$ cat src/rtl/mps_pkg.sv
`timescale 1ns / 1ps
// ----------------------------------------------------------------------------
// mps_pkg: shared types and constants of the masked pattern scanner
// Widths of the fixed fields, register indexes and the records passed
// between the cell row, the front stage and the report stage.
// ----------------------------------------------------------------------------
package mps_pkg;

   // Fixed field widths
   localparam int BYTE_W        = 8;
   localparam int PATTERN_BYTES = 8;
   localparam int PATTERN_W     = PATTERN_BYTES * BYTE_W;
   localparam int SEL_W         = 3;
   localparam int LEN_W         = 4;
   localparam int ADDR_W        = 32;
   localparam int COUNT_W       = 32;
   localparam int CSR_INDEX_W   = 3;

   // Default pattern capacity
   localparam int MAX_PATTERN_DEFAULT = 8;

   // Register reset values
   localparam logic [PATTERN_BYTES-1:0] CARE_MASK_RESET = '1;
   localparam logic [LEN_W-1:0]         PATTERN_LENGTH_RESET = 4'd4;

   // Configuration register indexes
   typedef enum logic [CSR_INDEX_W-1:0] {
      CSR_PATTERN_BYTES  = 3'd0,
      CSR_CARE_MASK      = 3'd1,
      CSR_PATTERN_LENGTH = 3'd2,
      CSR_BASE_ADDRESS   = 3'd3,
      CSR_REPORT_OFFSET  = 3'd4
   } csr_index_type;

   // Control shared by every cell of the row
   typedef struct packed {
      logic shift;
      logic clear;
   } cell_ctrl_type;

   // Front stage record handed to the report stage
   typedef struct packed {
      logic              hit;
      logic [ADDR_W-1:0] start;
      logic              last;
   } front_type;

endpackage

$ cat src/rtl/mps_cell.sv
`timescale 1ns / 1ps
// ----------------------------------------------------------------------------
// mps_cell: one window cell
// Holds one byte of the sliding window, passes it to the next cell on each
// transaction and compares the byte arriving at its input against the
// pattern byte that lines up with its place for the current length.
// ----------------------------------------------------------------------------
module mps_cell
   import mps_pkg::*;
#(
   parameter int CELL_INDEX = 0
) (
   input  logic                     clock,
   input  logic                     reset,
   input  cell_ctrl_type            ctrl,
   input  logic [BYTE_W-1:0]        byte_in,
   input  logic [PATTERN_W-1:0]     pattern_bytes,
   input  logic [PATTERN_BYTES-1:0] care_mask,
   input  logic [LEN_W-1:0]         used_len,
   output logic [BYTE_W-1:0]        byte_out,
   output logic                     match_out
);

   logic [BYTE_W-1:0] byte_ff;
   logic [BYTE_W-1:0] byte_in_next;
   logic [LEN_W-1:0]  sel_full;
   logic [SEL_W-1:0]  sel;
   logic [BYTE_W-1:0] want;
   logic              active;

   // Pick the pattern byte that aligns with this cell: len - 1 - index
   always_comb begin
      active   = (LEN_W'(CELL_INDEX) < used_len);
      sel_full = used_len - LEN_W'(CELL_INDEX) - LEN_W'(1);
      sel      = sel_full[SEL_W-1:0];
      want     = pattern_bytes[sel*BYTE_W +: BYTE_W];
      // Cells beyond the pattern and wildcard positions always agree
      match_out = !active || !care_mask[sel] || (byte_in == want);
   end

   // Shift the window, drop it at the end of a region
   always_comb begin
      byte_in_next = byte_ff;
      if (ctrl.clear) begin
         byte_in_next = '0;
      end else if (ctrl.shift) begin
         byte_in_next = byte_in;
      end
   end

   always_ff @(posedge clock) begin
      if (reset) begin
         byte_ff <= '0;
      end else begin
         byte_ff <= byte_in_next;
      end
   end

   assign byte_out = byte_ff;

endmodule

$ cat src/rtl/mps_report.sv
`timescale 1ns / 1ps
// ----------------------------------------------------------------------------
// mps_report: result stage
// Forms the reported address, keeps the saturating match count and holds
// the result transaction in an output register until the receiver takes it.
// ----------------------------------------------------------------------------
module mps_report
   import mps_pkg::*;
(
   input  logic                       clock,
   input  logic                       reset,
   input  logic                       front_valid,
   input  front_type                  front,
   input  logic [ADDR_W-1:0]          base_address,
   input  logic [ADDR_W-1:0]          report_offset,
   output logic                       advance,
   output logic                       rsp_tvalid,
   input  logic                       rsp_tready,
   output logic [ADDR_W+COUNT_W-1:0]  rsp_tdata,  // match_address, match_count
   output logic                       rsp_tuser,  // match_found
   output logic                       rsp_tlast   // scan_done
);

   logic                rsp_tvalid_ff, rsp_tvalid_in;
   logic                found_ff, found_in;
   logic                done_ff, done_in;
   logic [ADDR_W-1:0]   address_ff, address_in;
   logic [COUNT_W-1:0]  count_ff, count_in;
   logic [COUNT_W-1:0]  occurrences_ff, occurrences_in;
   logic [COUNT_W-1:0]  count_next;
   logic                load;

   assign advance = !rsp_tvalid_ff || rsp_tready;
   assign load    = advance && front_valid;

   // Count the hit, saturating at all ones
   always_comb begin
      count_next = occurrences_ff;
      if (front.hit && (occurrences_ff != '1)) begin
         count_next = occurrences_ff + COUNT_W'(1);
      end
   end

   // Build the next result and update the count
   always_comb begin
      rsp_tvalid_in  = rsp_tvalid_ff;
      found_in       = found_ff;
      done_in        = done_ff;
      address_in     = address_ff;
      count_in       = count_ff;
      occurrences_in = occurrences_ff;
      if (advance) begin
         rsp_tvalid_in = front_valid;
      end
      if (load) begin
         found_in       = front.hit;
         done_in        = front.last;
         address_in     = front.hit ? (base_address + front.start + report_offset) : '0;
         count_in       = count_next;
         occurrences_in = front.last ? '0 : count_next;
      end
   end

   always_ff @(posedge clock) begin
      if (reset) begin
         rsp_tvalid_ff  <= 1'b0;
         occurrences_ff <= '0;
      end else begin
         rsp_tvalid_ff  <= rsp_tvalid_in;
         occurrences_ff <= occurrences_in;
      end
   end

   // Payload holds without reset
   always_ff @(posedge clock) begin
      found_ff   <= found_in;
      done_ff    <= done_in;
      address_ff <= address_in;
      count_ff   <= count_in;
   end

   assign rsp_tvalid = rsp_tvalid_ff;
   assign rsp_tdata  = {count_ff, address_ff};
   assign rsp_tuser  = found_ff;
   assign rsp_tlast  = done_ff;

endmodule

$ cat src/rtl/masked_pattern_scanner.sv
`timescale 1ns / 1ps
// ----------------------------------------------------------------------------
// masked_pattern_scanner: masked byte pattern search over a byte stream
// Row of window cells compares each new window against a pattern with a
// per-byte care mask and reports matches with address and running count.
// ----------------------------------------------------------------------------
// Usage:
//   req_ channel carries one memory byte per transaction in req_tdata;
//   req_tlast marks the last byte of a region.
//   rsp_ channel returns exactly one result per byte: req order is kept.
//   rsp_tuser is set when the window ending at that byte matches,
//   rsp_tdata holds the reported address (low 32 bits, zero without a match)
//   and the match count so far (high 32 bits, saturating). rsp_tlast echoes
//   the end of region; the count is then the total and window, position and
//   count start over for the next region. csr_ port writes one register per
//   cycle; the user writes only while the block is idle (unchecked).
// Path: an accepted byte's result is registered in the front register,
//   then in the output register, whose load raises rsp_tvalid.
// Throughput: one byte per cycle while req_tready is high; the cell row
//   compares all pattern bytes of a window in the cycle the byte is accepted.
// Reset: registers take their reset values, window and count clear.
// Stall: with rsp_tready low the output register holds; one more byte is
//   taken into the front register if it is empty, then req_tready drops.
// ----------------------------------------------------------------------------
module masked_pattern_scanner
   import mps_pkg::*;
#(
   parameter int MAX_PATTERN = MAX_PATTERN_DEFAULT
) (
   input  logic                      clock,
   input  logic                      reset,
   // Byte stream
   input  logic                      req_tvalid,
   output logic                      req_tready,
   input  logic [BYTE_W-1:0]         req_tdata,   // data_byte
   input  logic                      req_tlast,   // frame_end
   // Results
   output logic                      rsp_tvalid,
   input  logic                      rsp_tready,
   output logic [ADDR_W+COUNT_W-1:0] rsp_tdata,   // match_address, match_count
   output logic                      rsp_tuser,   // match_found
   output logic                      rsp_tlast,   // scan_done
   // Register writes
   input  logic                      csr_we,
   input  logic [CSR_INDEX_W-1:0]    csr_index,
   input  logic [PATTERN_W-1:0]      csr_wdata
);

   // Configuration registers
   logic [PATTERN_W-1:0]     pattern_bytes_ff;
   logic [PATTERN_BYTES-1:0] care_mask_ff;
   logic [LEN_W-1:0]         pattern_length_ff;
   logic [ADDR_W-1:0]        base_address_ff;
   logic [ADDR_W-1:0]        report_offset_ff;

   // Scan state
   logic [LEN_W-1:0]         fill_ff, fill_in;
   logic [LEN_W-1:0]         fill_next;
   logic [ADDR_W-1:0]        position_ff, position_in;
   logic                     front_valid_ff, front_valid_in;
   front_type                front_ff, front_in;

   logic [LEN_W-1:0]         used_len;
   logic                     accept;
   logic                     advance;
   cell_ctrl_type            cell_ctrl;
   logic [BYTE_W-1:0]        cell_in  [MAX_PATTERN];
   logic [BYTE_W-1:0]        cell_out [MAX_PATTERN];
   logic [MAX_PATTERN-1:0]   cell_match;

   // Write configuration registers; unknown indexes fall through
   always_ff @(posedge clock) begin
      if (reset) begin
         pattern_bytes_ff  <= '0;
         care_mask_ff      <= CARE_MASK_RESET;
         pattern_length_ff <= PATTERN_LENGTH_RESET;
         base_address_ff   <= '0;
         report_offset_ff  <= '0;
      end else if (csr_we) begin
         case (csr_index)
            CSR_PATTERN_BYTES:  pattern_bytes_ff  <= csr_wdata;
            CSR_CARE_MASK:      care_mask_ff      <= csr_wdata[PATTERN_BYTES-1:0];
            CSR_PATTERN_LENGTH: pattern_length_ff <= csr_wdata[LEN_W-1:0];
            CSR_BASE_ADDRESS:   base_address_ff   <= csr_wdata[ADDR_W-1:0];
            CSR_REPORT_OFFSET:  report_offset_ff  <= csr_wdata[ADDR_W-1:0];
            default: ;
         endcase
      end
   end

   // Clamp the length into 1..MAX_PATTERN
   always_comb begin
      used_len = pattern_length_ff;
      if (pattern_length_ff == '0) begin
         used_len = LEN_W'(1);
      end else if (pattern_length_ff > LEN_W'(MAX_PATTERN)) begin
         used_len = LEN_W'(MAX_PATTERN);
      end
   end

   // Input handshake
   assign req_tready      = !front_valid_ff || advance;
   assign accept          = req_tvalid && req_tready;
   assign cell_ctrl.shift = accept;
   assign cell_ctrl.clear = accept && req_tlast;

   // Row of window cells, newest byte in cell zero
   for (genvar k = 0; k < MAX_PATTERN; k++) begin : g_cell
      if (k == 0) begin : g_head
         assign cell_in[k] = req_tdata;
      end else begin : g_link
         assign cell_in[k] = cell_out[k-1];
      end
      mps_cell #(
         .CELL_INDEX (k)
      ) u_cell (
         .clock         (clock),
         .reset         (reset),
         .ctrl          (cell_ctrl),
         .byte_in       (cell_in[k]),
         .pattern_bytes (pattern_bytes_ff),
         .care_mask     (care_mask_ff),
         .used_len      (used_len),
         .byte_out      (cell_out[k]),
         .match_out     (cell_match[k])
      );
   end

   // Front stage: fill, position and the hit of the new window
   always_comb begin
      fill_next = fill_ff;
      if (fill_ff < LEN_W'(MAX_PATTERN)) begin
         fill_next = fill_ff + LEN_W'(1);
      end
      fill_in        = fill_ff;
      position_in    = position_ff;
      front_valid_in = front_valid_ff;
      front_in       = front_ff;
      if (advance) begin
         front_valid_in = 1'b0;
      end
      if (accept) begin
         fill_in        = req_tlast ? '0 : fill_next;
         position_in    = req_tlast ? '0 : (position_ff + ADDR_W'(1));
         front_valid_in = 1'b1;
         front_in.hit   = (fill_next >= used_len) && (&cell_match);
         front_in.start = position_ff - ADDR_W'(used_len) + ADDR_W'(1);
         front_in.last  = req_tlast;
      end
   end

   always_ff @(posedge clock) begin
      if (reset) begin
         fill_ff        <= '0;
         position_ff    <= '0;
         front_valid_ff <= 1'b0;
      end else begin
         fill_ff        <= fill_in;
         position_ff    <= position_in;
         front_valid_ff <= front_valid_in;
      end
   end

   // Front payload holds without reset
   always_ff @(posedge clock) begin
      front_ff <= front_in;
   end

   // Result stage
   mps_report u_report (
      .clock         (clock),
      .reset         (reset),
      .front_valid   (front_valid_ff),
      .front         (front_ff),
      .base_address  (base_address_ff),
      .report_offset (report_offset_ff),
      .advance       (advance),
      .rsp_tvalid    (rsp_tvalid),
      .rsp_tready    (rsp_tready),
      .rsp_tdata     (rsp_tdata),
      .rsp_tuser     (rsp_tuser),
      .rsp_tlast     (rsp_tlast)
   );

endmodule
$ cat config.mk
export PLATFORM = sky130hd
export DESIGN_NAME = masked_pattern_scanner
export DESIGN_NICKNAME = d
export VERILOG_FILES = /design/src/rtl/mps_pkg.sv /design/src/rtl/mps_cell.sv /design/src/rtl/mps_report.sv /design/src/rtl/masked_pattern_scanner.sv
export SDC_FILE = /design/constraint.sdc
export NUM_CORES = 1
export LEC_CHECK = 0
export ABC_AREA = 1
export BUFFER_PORTS_ARGS = -buffer_cell sky130_fd_sc_hd__buf_2
export CAP_MARGIN = 10
export CORE_MARGIN = 2
export CORE_UTILIZATION = 40
export CTS_BUF_LIST = sky130_fd_sc_hd__clkbuf_4 sky130_fd_sc_hd__clkbuf_8
export CTS_CLUSTER_SIZE = 25
export DETAILED_ROUTE_END_ITERATION = 8
export GPL_ROUTABILITY_DRIVEN = 0
export MAX_ROUTING_LAYER = met4
export SLEW_MARGIN = 20
export SYNTH_ARGS = -nofsm -noshare
export SYNTH_HDL_FRONTEND = slang
export SYNTH_SLANG_ARGS = --single-unit
export TNS_END_PERCENT = 10
$ cat constraint.sdc
create_clock -name clock -period 3.9 [get_ports clock]
set_input_delay 0.39 -clock clock [delete_from_list [all_inputs] [get_ports clock]]
set_output_delay 0.39 -clock clock [all_outputs]
set_load 0.03 [all_outputs]
==> impl_results.md <==
* Status: completed
* IO buf count at about 150
* Syn nets at around 3.3k
* Largest net degree at the start of global routing at around 140
* Tmin final at roughly 3.5 ns
* #FFs+latches synth at 366
* Worst VDD drop at approximately 0.28 mV
* Utilization after layout at a little under half
* Most frequent cell after synthesis: nand2_1
* Area grow syn2layout at 13.99%
* Max H-tree Level at 3
* TNS Setup at 0 ns
* Worst hold path class: primary input to register
* Number of global-route vias before repair at around 20k
* Post-CTS setup buffer count at 0
* DP Wirelength at around 50000 µm
* Cells after Synth at a little over 3k
* Initial Util at between 40% and 50%
* Worst slew pin tran at roughly 1.0 ns
* CTS tree: done
* EDFF count, synth at 100
* CP delay by family, top: simple AND/OR/NAND/NOR gates
* Inserted Diodes at 0
* CP required at roughly 4.4 ns
* Slew HR at 32.54%
* Initial antenna violation count at 1
* Final hold vios at 0
* Wire length after detailed routing at approximately 70000 µm
* Die W at between 200 and 250 µm
* Multi-input logic area at between 10000 and 15000 µm²
* Worst-Skew Late Latency at 0.65 ns
* GRT Total Usage at between 20 and 25%
* Worst Path Arrival at slightly below 4 ns
* Cell breakdown of the critical path: inv_4, nand2_2, buf_4, nand2_1, ha_1, xor2_1, inv_1, nand3_1, nand3b_1, nand2_1, nor2_1, nand2_1, nor2_1, nor2_1, nor2_1, nand2_1, nor2_1
* Resized cells post-CTS at 0
* DR vias at 21.57k
* ANT nets after route at 0
* # DRC at 0
* Seq. cell area at approximately 8300 µm²
* CP Launch Type: register
* Final nets at ~3.5k
* I/O pin cnt at 149
* Area leader, netlist: dfxtp_1
* Ratio of cells with drive above 1 in the final layout at roughly 10%
* Max Root-Sink Buffers at 3
* Mapped cell area at approximately 22000 µm²
* Vias/cell at roughly 5.4
* Initial DRC count at 1749
* Post-Place Cells at between 3k and 4k
* Root Buffer: clkbuf_8
* Die Ht at 239.4 µm
* Top cells by area, synth: dfxtp_1 (24%), edfxtp_1 (14%), nand2_1 (13%)
* Hold Slack at ~0.057 ns
* Worst-path clk slew at ~0.07 ns
* Power density over the cells at between 300 and 400 nW/µm²
* Crit-path max FO at 40
* Setup Viol. Count Final at 0
* Synth top area share at approximately 24%
* Clock Skews at around 0.036 ns
* Drt first pass iters at 6
* Sequential fraction of the synthesis area at 37.59%
* CTS Buf Count at 68
* Commonest cells post-synth: nand2_1 (783), nand3_1 (364), a21oi_1 (321), inv_1 (297), dfxtp_1 (266)
* Gr ovfl total at 0
* Main flop type after synthesis: dfxtp_1
* Synth warn at 0
* CP Capture Type: register
* Std-Cell Rows at between 80 and 90
* First-pass GRT wire length at approximately 110000 µm
* RSZ-0062 raised after global routing: false
* CP most frequent cell: nor2_1
* Worst path slowest cell: dfxtp_1
* Leakage at approximately 0.011 µW
* Setup CP Type: register to register
* Final period utilization at 88.94%
* Fmax at between 200 and 300 MHz
* Die area at 57290 µm²
* Asr flop ratio synth at 0%
* Placeable Area at ~55000 µm²
* Post-synthesis cell type count at 48
* Max-cap violations at 0
* Drt wl/cell at between 15 and 20 µm
* WP buf/inv at 3
* Slowest cell delay on critical path at around 0.6 ns
* Final max-slew violation count at 0
* Fillers at between 5k and 6k
* Post-Layout Cell Count at 4019
* CTS Sinks at about 370
* Mean cell area of the mapped netlist at about 7 µm²
[registers in the layout, summed over array words and instances (netlist names)]
signal,flops
u_report.rsp_tlast,1
care_mask_ff,8
u_report.occurrences_ff,32
u_report.rsp_tuser,1
base_address_ff,32
report_offset_ff,32
pattern_bytes_ff,64
fill_ff,4
u_report.count_ff,32
g_cell.u_cell.byte_out,56
u_report.address_ff,32
pattern_length_ff,4
u_report.rsp_tvalid,1
position_ff,32
front_valid_ff,1
front_ff,34
[layout make-up]
| class | instances | area share (%) |
|---|---|---|
| clock inverters | 21 | 0.9512 |
| multi-input cells | 2315 | 48.06 |
| clock buffers | 100 | 4.880 |
| repair buffers | 210 | 5.123 |
| well taps | 704 | 3.488 |
| flip-flops and latches | 366 | 32.97 |
| inverters | 303 | 4.528 |
[path summary, 6_finish.rpt]
check                    endpoint  slack, ns                  from  cells after the start
max                  front_ff[33]       0.43  pattern_length_ff[3]                     17
min          report_offset_ff[30]       0.06         csr_wdata[30]                      3
max reg2reg          front_ff[33]       0.43  pattern_length_ff[3]                     17
min reg2reg   base_address_ff[31]       0.46   base_address_ff[31]                      2
[placed cells by master, fill, tap and decap left out, drive strengths merged, types with 36 or more instances in the layout]
cell	count
edfxtp	100
dfxtp	266
nor2	247
xnor2	36
buf	185
o21ai	240
ha	99
clkbuf	100
nand2	790
a21oi	322
inv	301
xor2	40
nand3	365
[routing by layer]
metal	vias up	global-route usage [%]	share of wire (%)
met5	-	-	0
met3	158	3.907	6.4
met4	0	10.42	3.8
li1	10650	-	-
met1	9979	31.27	45
met2	788	38.41	45
[cell families (layout without fill, tap and decap cells)]
kind of cell | Yosys count | in the layout | share of synthesized area (%)
AOI/OAI and AO/OA | 617 | 617 | 14.55
xor gates and xnor gates | 76 | 76 | 3.004
adders and majority gates | 132 | 132 | 8.572
buffers and inverters | 436 | 634 | 7.720
DFF | 366 | 366 | 37.59
and+or+nand+nor | 1490 | 1490 | 28.57
[report_power, final]
part | leakage [µW] | internal, µW | switching (µW)
logic | 0.00708 | 581 | 1270
registers | 0.00305 | 4050 | 75.3
clock network | 0.000779 | 2360 | 1700
[what timing repair did]
item / in CTS / in global routing
hold buffers: 25 / 0
setup endpoints to repair: 0 / 0
hold endpoints to repair: 25 / 0
[stage by stage]
stage	instance area [µm²]	power, µW	setup slack, ns
after global placement	23530	5970	0.5878
after CTS	25260	10120	0.4958
after detailed placement	23530	5996	0.4773
after floorplan	22160	5448	0.4567
final	25260	10040	0.4314
after global routing	25260	10540	0.1558
[worst min-delay path, cell delays in order]
cell and delay (ns):
buf_2 0.10, o21ai_0 0.08, nor2_1 0.08
(Power assumes the default switching activity.)
